**src/rtl/core/kn_div_cell.sv**
```systemverilog
// kn_div_cell: one restoring-division step; produces one quotient bit.
// Partial remainder, dividend/quotient shift word, divisor and sideband travel along.
module kn_div_cell #(
  parameter int DW = 24,
  parameter int QW = 55,
  parameter int SW = 32
) (
  input  logic          clk,
  input  logic          rst_n,
  input  logic          en,
  input  logic          v_i,
  input  logic [DW-1:0] rem_i,
  input  logic [QW-1:0] nq_i,
  input  logic [DW-1:0] d_i,
  input  logic [SW-1:0] side_i,
  output logic          v_o,
  output logic [DW-1:0] rem_o,
  output logic [QW-1:0] nq_o,
  output logic [DW-1:0] d_o,
  output logic [SW-1:0] side_o
);

  logic          v_r;
  logic [DW-1:0] rem_r, rem_nxt, d_r;
  logic [QW-1:0] nq_r, nq_nxt;
  logic [SW-1:0] side_r;
  logic [DW:0]   trial, diff;
  logic          ge;

  // Bring down the next dividend bit, subtract if it fits
  assign trial   = {rem_i, nq_i[QW-1]};
  assign ge      = trial >= {1'b0, d_i};
  assign diff    = trial - {1'b0, d_i};
  assign rem_nxt = ge ? diff[DW-1:0] : trial[DW-1:0];
  assign nq_nxt  = {nq_i[QW-2:0], ge};

  always_ff @(posedge clk) begin
    if (!rst_n) begin
      v_r <= 1'b0;
    end else if (en) begin
      v_r <= v_i;
    end
  end

  always_ff @(posedge clk) begin
    if (en) begin
      rem_r  <= rem_nxt;
      nq_r   <= nq_nxt;
      d_r    <= d_i;
      side_r <= side_i;
    end
  end

  assign v_o    = v_r;
  assign rem_o  = rem_r;
  assign nq_o   = nq_r;
  assign d_o    = d_r;
  assign side_o = side_r;

endmodule

```
**config.mk**
```make
export PLATFORM = sky130hd
export DESIGN_NAME = kn_div_cell
export DESIGN_NICKNAME = d
export VERILOG_FILES = /design/src/rtl/core/kn_div_cell.sv
export SDC_FILE = /design/constraint.sdc
export NUM_CORES = 1
export LEC_CHECK = 0
export BUFFER_PORTS_ARGS = -buffer_cell sky130_fd_sc_hd__buf_2
export CAP_MARGIN = 20
export CORE_UTILIZATION = 47
export DETAILED_ROUTE_END_ITERATION = 10
export PLACE_DENSITY_LB_ADDON = 0.1
export SETUP_SLACK_MARGIN = 0.1
export SLEW_MARGIN = 10
export SYNTH_ARGS = -nofsm -noshare
export SYNTH_HDL_FRONTEND = slang
export SYNTH_SLANG_ARGS = --single-unit
```
**constraint.sdc**
```tcl
create_clock -name clk -period 3.3 [get_ports clk]
set_clock_uncertainty 0.05 [all_clocks]
set_input_delay 0.66 -clock clk [delete_from_list [all_inputs] [get_ports clk]]
set_output_delay 0.66 -clock clk [all_outputs]
set_load 0.02 [all_outputs]
```
==> out/results.ini <==
[finish]
fin_cells=892
fillers=956
areaGrowthSynthToFinish_pct=37.4
diodes=0
layout_common_cells=buf_2, edfxtp_1, inv_1, a21oi_1, ha_1
drive_above_1_share_pct=47.0
layout.nets=876
mostFrequentLayoutCell=buf_2

[synthesis]
synth_area_mm2=0.00599
synth-seq-area-share_pct=68.0
synth-async-reset-ratio_pct=0
synth_cell_types=57
avgSynthCellArea_um2=14.5
synthCells=413
ys_warn_count=0
yosys_most_used_dff=edfxtp_1
ys_ff_latch=136
syn_nets=577
synth_edf_count=135

[power]
irDropWorstVdd_v=0.000345
combPwrFrac_pct=18.1
p_switching_mw=1.27
cellPowerDensity_mw_per_mm2=593
power_leakage_nw=3.62
p_int_mw=3.60
p_clk_share_pct=38.3
p_seq_share_pct=43.6
p_sw_share_pct=26.1

[die]
dieArea_mm2=0.0132
die_y_um=115
initial_core_util_pct=49.0
ios=275
row_count=40
die_w_um=115
core_area_mm2=0.0122

[timing]
maxSlewHeadroom_pct=64.2
fmax_ghz=0.363
period_minus_slack_ns=2.75
tightest_slew_ns=0.532
hold_violations=0
rsz0062_at_grt=no
slew_violations=0
period_share_pct=83.4
tns_ns=0
setup_viol=0

[setup_path]
worst-path-max-fanout=18
cp_data_required_time_ns=3.42
cp.arrival_ns=2.87
endpoint_kind=flop
crit_start=d_i[17]
r2r_start=v_o
start_kind=input pin
crit_type=in -> reg

[run]
drv_cap=0

[drt]
wire_per_inst_um=17.8
vias=4552
vias_per_cell=5.10
wl_um=15900
ant_nets=0
drt_first_pass_iters=4
drt_iter0_markers=264
drc=0

[min_path]
min_path_type=in -> reg
worstHoldStart=side_i[17]

[outcome]
status=completed

[clocking]
clkSinkCount=136
cts_resized=0
clk_path_buf_depth=2
cts_tree=done
cts-root-buf=clkbuf_16
cts_made_buffers=17
h-tree-depth=4
cts_setup_buffers=0
clkTransAtPathRegs_ns=0.06
clock_latency_ns=0.42
ctsHoldBuffers=0

[global_routing]
grt_first_pass_wirelength_um=23500
grt_overflow_total=0
gr-usage-all-layers_pct=24.1
grt_max_degree=58
grt_pass1_vias=4518
antenna_found_initial=1

[placement]
port_buffers=274
place_inst=861
dpl.hpwl_um=12200
routabilityCongestion=0.874

-- per-layer routing --
metal	vias up	track usage [%]	wire, um
li1	2197	-	-
met1	2170	28.0	6270
met2	169	42.1	8150
met3	14	7.59	1260
met4	2	8.48	166
met5	-	0	18
-- power groups by stage --
stage               sequential (mW)  clock [mW]  combinational [mW]
detailed placement             2.16           0               0.880
global route                   2.14        1.97               0.950
global placement               2.16           0               0.876
finish                         2.13        1.87               0.881
CTS                            2.13        1.90               0.887
floorplan                      2.38           0               0.300
-- registers in the layout, indices dropped and copies added, names as in the netlist --
name and flops:
d_o 24, nq_o 55, rem_o 24, side_o 32
v_o 1
-- cells in the mapped netlist, types with 2 or more instances --
cell type  number  area (um^2)
a211oi_1        3         22.5
a21boi_0        5         37.5
a21oi_1        29          145
and2_1          4         25.0
and3_1          7         43.8
and4_1          2         17.5
buf_2           6         30.0
edfxtp_1      135         4050
ha_1           24          300
inv_1          33          124
mux2_2          8         90.1
mux2_4          3         45.0
nand2_1        16         60.1
nand3_1        15         75.1
nand4_1         4         25.0
nor2_1         14         52.6
nor2b_1         4         25.0
nor3_1         14         70.1
nor3b_1         3         22.5
o2111ai_1       3         26.3
o211a_1         2         20.0
o211ai_1        3         22.5
o21a_1          9         67.6
o21ai_0        12         60.1
o21bai_1        2         15.0
o221a_2         2         22.5
o221ai_1        2         17.5
o31a_1          3         26.3
o31ai_1         7         52.6
or3_1           4         25.0
xnor2_1         7         61.3
xor2_1          3         26.3
-- through the flow --
step / setup slack [ns] / util [%] / area (um^2) / power (mW) / hold slack [ns]
after global routing: 0.411 / 67.4 / 8230 / 5.07 / 0.347
after CTS: 0.557 / 67.4 / 8230 / 4.92 / 0.353
after global placement: 0.186 / 62.6 / 7640 / 3.03 / 0.451
final: 0.547 / 67.4 / 8230 / 4.87 / 0.364
after floorplan: 0.418 / - / 5990 / 2.67 / 0.539
after detailed placement: 0.123 / 62.6 / 7640 / 3.04 / 0.505
-- cell families (layout without fill, tap and decap cells) --
family                     Yosys count  in the layout  share of synthesized area (%)
AOI/OAI and AO/OA                   93             93                           11.0
xor gates and xnor gates            10             10                           1.46
adders and majority gates           25             25                           5.35
buffers and inverters               43            354                           3.18
DFF                                136            136                           68.0
muxes                               12             12                           2.42
and+or+nand+nor                     94             94                           8.55
-- critical path: stages --
cell and delay (ns):
buf_2 0.09, inv_1 0.03, ha_1 0.43, nand4_1 0.19
or2_1 0.28, o221a_2 0.30, o21ai_4 0.26, nor2_8 0.08
inv_6 0.16, mux2_2 0.37
-- area by class of cell --
type	count	area [um^2]	area share, %
Clock inverter	13	154	1.87
Inverter	34	133	1.61
Sequential cell	136	4070	49.5
Multi-Input combinational cell	234	1720	21.0
Tap cell	168	210	2.56
Timing Repair Buffer	289	1500	18.3
Clock buffer	18	429	5.22
-- final timing paths --
kind,to,slack [ns],depth (start not counted)
max reg2reg,v_o,2.59,2
max,rem_o[11],0.55,10
min reg2reg,v_o,0.52,2
min,side_o[17],0.36,1
(Power assumes the default switching activity.)
