===== config.mk =====
export PLATFORM = sky130hd
export DESIGN_NAME = kn_cordic_cell
export DESIGN_NICKNAME = d
export VERILOG_FILES = /design/src/rtl/core/kn_pkg.sv /design/src/rtl/core/kn_cordic_cell.sv
export SDC_FILE = /design/constraint.sdc
export NUM_CORES = 1
export LEC_CHECK = 0
export BUFFER_PORTS_ARGS = -buffer_cell sky130_fd_sc_hd__buf_2
export CORE_MARGIN = 1
export CORE_UTILIZATION = 50
export CTS_CLUSTER_DIAMETER = 30
export DETAILED_ROUTE_END_ITERATION = 6
export GPL_TIMING_DRIVEN = 0
export PLACE_DENSITY = 0.76
export SYNTH_ARGS = -nofsm -noshare
export SYNTH_HDL_FRONTEND = slang
export SYNTH_SLANG_ARGS = --single-unit

===== constraint.sdc =====
create_clock -name clk -period 3.9 [get_ports clk]
set_input_delay 0.195 -clock clk [delete_from_list [all_inputs] [get_ports clk]]
set_output_delay 0.195 -clock clk [all_outputs]
set_load 0.05 [all_outputs]

===== src/rtl/core/kn_pkg.sv =====
// kn_pkg: payload types, rotator lane type, arctangent table and fixed constants
// for the polarized Klein-Nishina cross-section pipeline.
// No dependencies.
package kn_pkg;

  typedef struct packed {
    logic        [23:0] energy_kev;
    logic signed [15:0] polar_angle;
    logic signed [15:0] azimuth_angle;
  } kn_in_t;

  typedef struct packed {
    logic [31:0] cross_section;
    logic        energy_error;
  } kn_out_t;

  // One CORDIC lane: Q30 vector, residual angle (2^32 = full turn), half-turn flag
  typedef struct packed {
    logic signed [33:0] x;
    logic signed [33:0] y;
    logic signed [32:0] z;
    logic               flip;
  } kn_rot_t;

  localparam logic REG_REST   = 1'b0;
  localparam logic REG_RADIUS = 1'b1;

  localparam logic [23:0] REST_RESET   = 24'd130816;
  localparam logic [31:0] RADIUS_RESET = 32'd341053691;

  localparam logic signed [33:0] GAIN_INV = 34'sd652032874;
  localparam logic signed [33:0] Q_ONE    = 34'sd1073741824;

  localparam int PROD_W = 55;  // omc * energy
  localparam int REST_W = 24;
  localparam int K0K_W  = 56;
  localparam int R_W    = 31;  // values up to 2^30

  function automatic logic [31:0] kn_atan(input int idx);
    logic [31:0] a;
    unique case (idx)
      0:  a = 32'h20000000;  1:  a = 32'h12E4051E;  2:  a = 32'h09FB385B;
      3:  a = 32'h051111D4;  4:  a = 32'h028B0D43;  5:  a = 32'h0145D7E1;
      6:  a = 32'h00A2F61E;  7:  a = 32'h00517C55;  8:  a = 32'h0028BE53;
      9:  a = 32'h00145F2F;  10: a = 32'h000A2F98;  11: a = 32'h000517CC;
      12: a = 32'h00028BE6;  13: a = 32'h000145F3;  14: a = 32'h0000A2FA;
      15: a = 32'h0000517D;  16: a = 32'h000028BE;  17: a = 32'h0000145F;
      18: a = 32'h00000A30;  19: a = 32'h00000518;  20: a = 32'h0000028C;
      21: a = 32'h00000146;  22: a = 32'h000000A3;  23: a = 32'h00000051;
      24: a = 32'h00000029;  25: a = 32'h00000014;  26: a = 32'h0000000A;
      27: a = 32'h00000005;  28: a = 32'h00000003;  29: a = 32'h00000001;
      30: a = 32'h00000001;
      default: a = 32'h00000000;
    endcase
    return a;
  endfunction

  // Fold a 32-bit turn into [-pi/2, pi/2) and load the rotator start vector
  function automatic kn_rot_t kn_rot_init(input logic [31:0] ang);
    kn_rot_t     r;
    logic        fl;
    logic [31:0] a2;
    fl     = ang[31] ^ ang[30];
    a2     = {ang[31] ^ fl, ang[30:0]};
    r.x    = GAIN_INV;
    r.y    = '0;
    r.z    = {a2[31], a2};
    r.flip = fl;
    return r;
  endfunction

  function automatic logic signed [33:0] kn_clamp(input logic signed [33:0] v);
    logic signed [33:0] c;
    if (v > Q_ONE) c = Q_ONE;
    else if (v < -Q_ONE) c = -Q_ONE;
    else c = v;
    return c;
  endfunction

endpackage


===== src/rtl/core/kn_cordic_cell.sv =====
// kn_cordic_cell: one CORDIC micro-rotation for the polar and azimuth lanes.
// Depends on kn_pkg (kn_rot_t, kn_atan).
module kn_cordic_cell import kn_pkg::*; #(
  parameter int STAGE = 0
) (
  input  logic        clk,
  input  logic        rst_n,
  input  logic        en,
  input  logic        v_i,
  input  kn_rot_t     th_i,
  input  kn_rot_t     ph_i,
  input  logic [23:0] e_i,
  output logic        v_o,
  output kn_rot_t     th_o,
  output kn_rot_t     ph_o,
  output logic [23:0] e_o
);

  localparam logic signed [32:0] ATAN = {1'b0, kn_atan(STAGE)};

  logic        v_r;
  kn_rot_t     th_r, th_nxt, ph_r, ph_nxt;
  logic [23:0] e_r;

  function automatic kn_rot_t rot_step(input kn_rot_t a);
    kn_rot_t            b;
    logic signed [33:0] dx, dy;
    dx = a.y >>> STAGE;
    dy = a.x >>> STAGE;
    b.flip = a.flip;
    if (!a.z[32]) begin
      b.x = a.x - dx;
      b.y = a.y + dy;
      b.z = a.z - ATAN;
    end else begin
      b.x = a.x + dx;
      b.y = a.y - dy;
      b.z = a.z + ATAN;
    end
    return b;
  endfunction

  assign th_nxt = rot_step(th_i);
  assign ph_nxt = rot_step(ph_i);

  always_ff @(posedge clk) begin
    if (!rst_n) begin
      v_r <= 1'b0;
    end else if (en) begin
      v_r <= v_i;
    end
  end

  always_ff @(posedge clk) begin
    if (en) begin
      th_r <= th_nxt;
      ph_r <= ph_nxt;
      e_r  <= e_i;
    end
  end

  assign v_o  = v_r;
  assign th_o = th_r;
  assign ph_o = ph_r;
  assign e_o  = e_r;

endmodule


==> results.md, run 1 <==
- R2r setup slk: 2.75 ns
- Crit end category: flip-flop
- Ys async rst share: 0
- Cell Area, Synth: 18500 um^2
- Clk_skew: 0 ns
- Synth warnings: 0
- Clock power share: 0.379
- Final Util: 0.660
- Final Hold Viols: 0
- Switching power of the nets: 4.32 mW
- Int Pwr: 7.19 mW
- Final nets: 3036
- Power Density: 477 nW/um^2
- Clock sink count: 227
- Clock Tree Buf Depth: 3
- RePlAce Congestion: 0.969
- Multi-input gate area: 10500 um^2
- Setup bufs post-CTS: 0
- Post-synthesis cell type count: 92
- Drt wl/cell: 21.6 um
- TritonCTS buffer count: 49
- CTS tree: built
- Initial antenna violation count: 4
- Post-Syn Nets: 2436
- Status: finished clean
- Share of cells above drive strength 1: 0.230
- Peak Freq: 0.303 GHz
- DR iter-0 viols: 1847
- Core region area: 36500 um^2
- Pleak: 10.8 nW
- Worst vdd ir: 0.378 mV
- Die area: 37800 um^2
- Setup crit start kind: input port
- ANT nets after route: 0
- PortBufs: 458
- Drt first pass iters: 7
- Initial Util: 0.507
- Syn avg cell area: 9.29 um^2
- Sequential power share: 0.281
- Max_slew headroom: 0.163
- Sw Ratio: 0.375
- Total number of vias: 18262
- Fin crit period: 3.30 ns
- Post-DP HPWL: 51300 um
- Fill count: 2971
- Pre-CTS setup slack: 0.199 ns
- Combinational share of power: 0.340
- Area Overhead vs Synth: 30.0%
- # rows: 70
- RSZ-0062 raised after global routing: no
- Max-slew violations: 0
- Cells after synthesis: 1994
- CP arrival: 3.62 ns
- Worst Max-Slew Pin Slew: 1.26 ns
- Clock transition at path regs: 0.05 ns
- FF/Latch Area: 6810 um^2
- Max-cap viol count: 0
- H-tree levels: 2
- Crit path required time: 4.22 ns
- Global route overflow: 0
- Worst skew pair latency: 0.60 ns
- Ys flop type: edfxtp_1
- Die width: 195 um
- Post-synth EDFFs: 226
- Setup Crit Path Kind: in -> reg
- Global-route wire length before repair: 102000 um
- Sequential area share after synthesis: 0.367
- Final setup vio count: 0
- Vias in the first global route: 17877
- Synthesized flop and latch total: 227
- Hold Path Class: in -> reg
- Largest net degree at the start of global routing: 124
- Total Power: 11.5 mW
- Vias per cell: 5.88
- Root buf cell: clkbuf_16
- IO Pins: 461
- # DRC: 0
- Overall routing resource usage: 0.347
- Die height: 195 um
- Crit-path max FO: 5
- Fin Setup TNS: 0 ns
- Worst setup margin: 0.602 ns
- Final period util: 0.846
- Final WL: 67200 um
-- sequential cells by signal, summed over array words and instances, names as in the netlist --
name,count
e_o,24
v_o,1
th_o,101
ph_o,101
-- logic make-up after synthesis --
kind of cell             count (synthesis)  synth area share
AO/OA/AOI/OAI                          635             0.225
XOR/XNOR                               131            0.0619
adder cells (fa/ha/maj)                210             0.145
buffers and inverters                  305            0.0657
flip-flops                             227             0.367
multiplexers                            31            0.0167
AND/OR/NAND/NOR                        455             0.118
-- worst max-delay path, stage by stage --
cell	delay, ns
buf_2	0.19
inv_1	0.11
ha_1	0.32
nand2b_1	0.15
a221oi_1	0.12
a31o_2	0.29
o31ai_1	0.60
o211a_1	0.41
o21ai_0	0.32
a311oi_1	0.55
mux2i_1	0.16
xnor2_1	0.19
-- synth_stat cells (7+ instances only) --
library cell	number	area, um^2
a211oi_1	18	135
a21o_1	36	270
a21oi_1	213	1070
a221oi_1	11	96.3
a31oi_1	17	106
and2_1	11	68.8
and3_1	9	56.3
buf_1	12	45.0
buf_2	25	125
buf_4	7	52.6
clkbuf_1	45	169
clkinv_1	7	26.3
edfxtp_1	226	6790
fa_1	8	160
ha_1	202	2530
inv_1	204	766
mux2i_1	31	310
nand2_1	84	315
nand2b_1	31	194
nand3_1	31	155
nand4_1	17	106
nor2_1	168	631
nor2b_1	19	119
nor3_1	32	160
nor4_1	13	81.3
o211ai_1	13	97.6
o21a_1	13	97.6
o21ai_0	126	631
o21ai_1	10	50.1
o21bai_1	34	255
o221ai_1	7	61.3
o31a_1	10	87.6
o31ai_1	25	188
or3_1	14	87.6
xnor2_1	112	981
xor2_1	19	166
-- worst paths after layout --
| kind | start | end | depth (start not counted) |
|---|---|---|---|
| setup / recovery | ph_i[35] | ph_o[63] | 12 |
| hold reg to reg | v_o | v_o | 3 |
| setup reg to reg | v_o | v_o | 3 |
| hold / removal | th_i[32] | th_o[33] | 3 |
-- timing repair --
action	in CTS	in global routing
resized for setup	0	0
hold buffers	90	0
endpoints found under the hold margin	89	0
-- metal layers --
layer	wire length, um	GRT usage
met1	27100	0.441
met2	32200	0.588
met3	5070	0.0449
met4	2750	0.155
met5	11	0
-- power groups by stage --
stage	combinational, mW	sequential [mW]	clock (mW)
global placement	3.74	3.27	0
global route	4.12	3.26	4.50
finish	3.91	3.23	4.36
floorplan	1.50	4.42	0
detailed placement	3.76	3.26	0
CTS	3.85	3.23	4.37
-- final cells by class --
cell class,count,share of cell area
repair buffers,549,0.134
clock inverters,30,0.0191
flip-flops and latches,227,0.282
well taps,468,0.0243
plain buffers,91,0.0172
multi-input cells,1462,0.436
clock buffers,62,0.0533
inverters,214,0.0333
diodes,3,0.000311
-- layout by cell type, fill, tap and decap left out, types with 84 or more instances in the layout --
| cell type | count |
|---|---|
| dlygate4sd3_1 | 90 |
| buf_2 | 482 |
| xnor2_1 | 112 |
| inv_1 | 204 |
| nand2_1 | 84 |
| edfxtp_1 | 226 |
| a21oi_1 | 213 |
| ha_1 | 202 |
| o21ai_0 | 126 |
| nor2_1 | 168 |
-- per-stage QoR --
step	hold WS (ns)	cells	cell area, um^2
after floorplan	0.294	1994	18500
after global placement	0.371	2920	21400
after detailed placement	0.373	2921	21400
after CTS	0.00537	3103	24100
after global routing	0.0323	3106	24100
final	0.0224	3106	24100
Power figures use the tool's default switching activity.
==> run 2, diff against run 1 <==
- ABC_AREA: not set -> 1
- PLACE_DENSITY: 0.76 -> 0.74
- clock period: 3.9 -> 3.4 ns (I/O delays scaled with it)
==> results.md, run 2 <==
- PortBufs: 458
- Failing checks: DRC
- Largest net degree at the start of global routing: 128
- Crit end category: flip-flop
- Die width: 211 um
- Power Density: 498 nW/um^2
- Fill count: 3969
- Final WL: 87200 um
- Post-synthesis cell type count: 46
- Most frequent cells after synthesis: nand2_1, inv_1, nand3_1
- Max-cap viol count: 0
- Cell Area, Synth: 21800 um^2
- Fin crit period: 2.64 ns
- Final period util: 0.777
- Synthesized flop and latch total: 227
- Final Util: 0.643
- DR iter-0 viols: 2765
- Max_slew headroom: 0.415
- Total number of vias: 24086
- Die height: 211 um
- # rows: 76
- Syn avg cell area: 6.86 um^2
- CP arrival: 2.97 ns
- Root buf cell: clkbuf_16
- Ys flop type: edfxtp_1
- CP most frequent cell: nand2_1
- Initial Util: 0.507
- FF-to-FF path depth: 3
- Max-slew violations: 0
- Peak Freq: 0.378 GHz
- Final Hold Viols: 0
- Worst skew pair latency: 0.60 ns
- Clock transition at path regs: 0.04 ns
- Combinational share of power: 0.353
- Crit path required time: 3.73 ns
- Status: finished with violations
- Core region area: 43000 um^2
- Count leader, synth: nand2_1
- Setup crit start kind: input port
- Hold Path Class: in -> reg
- Sw Ratio: 0.397
- FF-to-FF Start: v_o
- Vias in the first global route: 21709
- Synth area leaders: edfxtp_1, nand2_1, ha_1
- Int Pwr: 8.31 mW
- CP Buf/Inv Count: 3
- Clock power share: 0.383
- Clock Tree Buf Depth: 3
- Share of cells above drive strength 1: 0.181
- Setup bufs post-CTS: 0
- Post-synth EDFFs: 226
- Ys async rst share: 0
- Overall routing resource usage: 0.379
- Sequential area share after synthesis: 0.313
- Setup Crit Path Kind: in -> reg
- Synth warnings: 0
- ANT nets after route: 0
- Die area: 44400 um^2
- Switching power of the nets: 5.46 mW
- R2R Path End: v_o
- Drt first pass iters: 7
- TritonCTS buffer count: 54
- Crit path from: ph_i[68]
- CP Cell Sequence: dlygate4sd3_1 -> buf_2 -> inv_1 -> ha_1 -> fa_1 -> o21ai_1 -> nand2_1 -> nand2_1 -> nand2_1 -> nand2_1 -> nand2_1 -> nand2_1 -> nand2_1 -> nand3_1 -> nand2_1
- Sequential power share: 0.264
- Global-route wire length before repair: 127000 um
- Cells after synthesis: 3173
- Initial antenna violation count: 3
- Clk_skew: 0 ns
- WHS: 0.0702 ns
- Cell taking the most area after synthesis: edfxtp_1
- R2r setup slk: 2.08 ns
- # DRC: 5
- Final setup vio count: 0
- H-tree levels: 2
- Post-DP HPWL: 67500 um
- IO Pins: 461
- Vias per cell: 5.46
- CP peak stage delay: 0.53 ns
- Post-Syn Nets: 3615
- Worst vdd ir: 0.385 mV
- Area Overhead vs Synth: 26.9%
- Clock sink count: 227
- RSZ-0062 raised after global routing: no
- Slowest CP cell: dlygate4sd3_1
- Crit-path max FO: 4
- RePlAce Congestion: 1.02
- Drt wl/cell: 19.8 um
- Global route overflow: 0
- Top Family by Delay on Critical Path: simple AND/OR/NAND/NOR gates
- Worst Max-Slew Pin Slew: 0.878 ns
- Final nets: 4224
- Most frequent cells in the layout: nand2_1, buf_2, inv_1, nand3_1, nor2_1
- Synth top area share: 0.312
- Pleak: 14.1 nW
- CTS tree: built
- Critical path capture point: ph_o[100]
- Leading cell type in the layout, fill and taps excluded: nand2_1
- CP Depth: 15
-- run 2: metrics by stage --
stage	setup WS, ns	area, um^2	TNS [ns]	power, mW	cells
2_1_floorplan	1.53	21800	0	6.84	3173
3_3_place_gp	-1.08	24800	-209.59	8.26	4216
3_5_place_dp	0.651	24800	0	8.26	4217
4_1_cts	0.915	27600	0	13.6	4410
5_1_grt	0.698	27600	0	14.3	4413
6_report	0.757	27600	0	13.8	4413
-- run 2: layer usage --
metal | vias to the layer above | track usage | wire (um)
met5 | - | 0 | 0
li1 | 11487 | - | -
met2 | 1392 | 0.585 | 37600
met4 | 0 | 0.182 | 4110
met1 | 10993 | 0.503 | 36000
met3 | 214 | 0.0834 | 9500
-- run 2: worst min-delay path by stage --
| stage | from | endpoint | cells after the start |
|---|---|---|---|
| floorplan | en | v_o | 1 |
| global placement | e_i[4] | e_o[4] | 1 |
| detailed placement | e_i[11] | e_o[11] | 1 |
| CTS | ph_i[34] | ph_o[68] | 4 |
| global route | th_i[34] | th_o[34] | 4 |
| finish | en | th_o[44] | 1 |
-- run 2: cells by family (layout without fill, tap and decap cells) --
| kind of cell | Yosys count | count (layout) | share of synthesized area |
|---|---|---|---|
| flops | 227 | 227 | 0.313 |
| xor+xnor | 53 | 53 | 0.0213 |
| buf+inv | 590 | 1242 | 0.113 |
| other cells | 0 | 3 | 0 |
| simple gates | 1617 | 1617 | 0.311 |
| compound gates | 476 | 476 | 0.118 |
| fa+ha+maj | 210 | 210 | 0.123 |
-- run 2: what timing repair did --
item | CTS | global route
hold buffers | 94 | 0
gates resized for setup | 0 | 0
hold endpoints to repair | 93 | 0
-- run 2: layout make-up --
cell class / count / area (um^2) / share of cell area
timing repair buffer: 553 / 3270 / 0.118
antenna: 3 / 7.51 / 0.000272
sequential: 227 / 6810 / 0.246
inverter: 499 / 1870 / 0.0678
clock buffer: 63 / 1390 / 0.0501
tap: 585 / 732 / 0.0265
buffer: 91 / 592 / 0.0214
multi-input combinational: 2356 / 12500 / 0.453
clock inverter: 36 / 455 / 0.0165
-- run 2: power by group through the flow --
stage	Combinational [mW]	Sequential [mW]	Clock, mW
2_1_floorplan	2.04	4.81	0
3_3_place_gp	4.59	3.67	0
3_5_place_dp	4.61	3.65	0
4_1_cts	4.72	3.62	5.27
5_1_grt	5.16	3.65	5.45
6_report	4.86	3.63	5.28
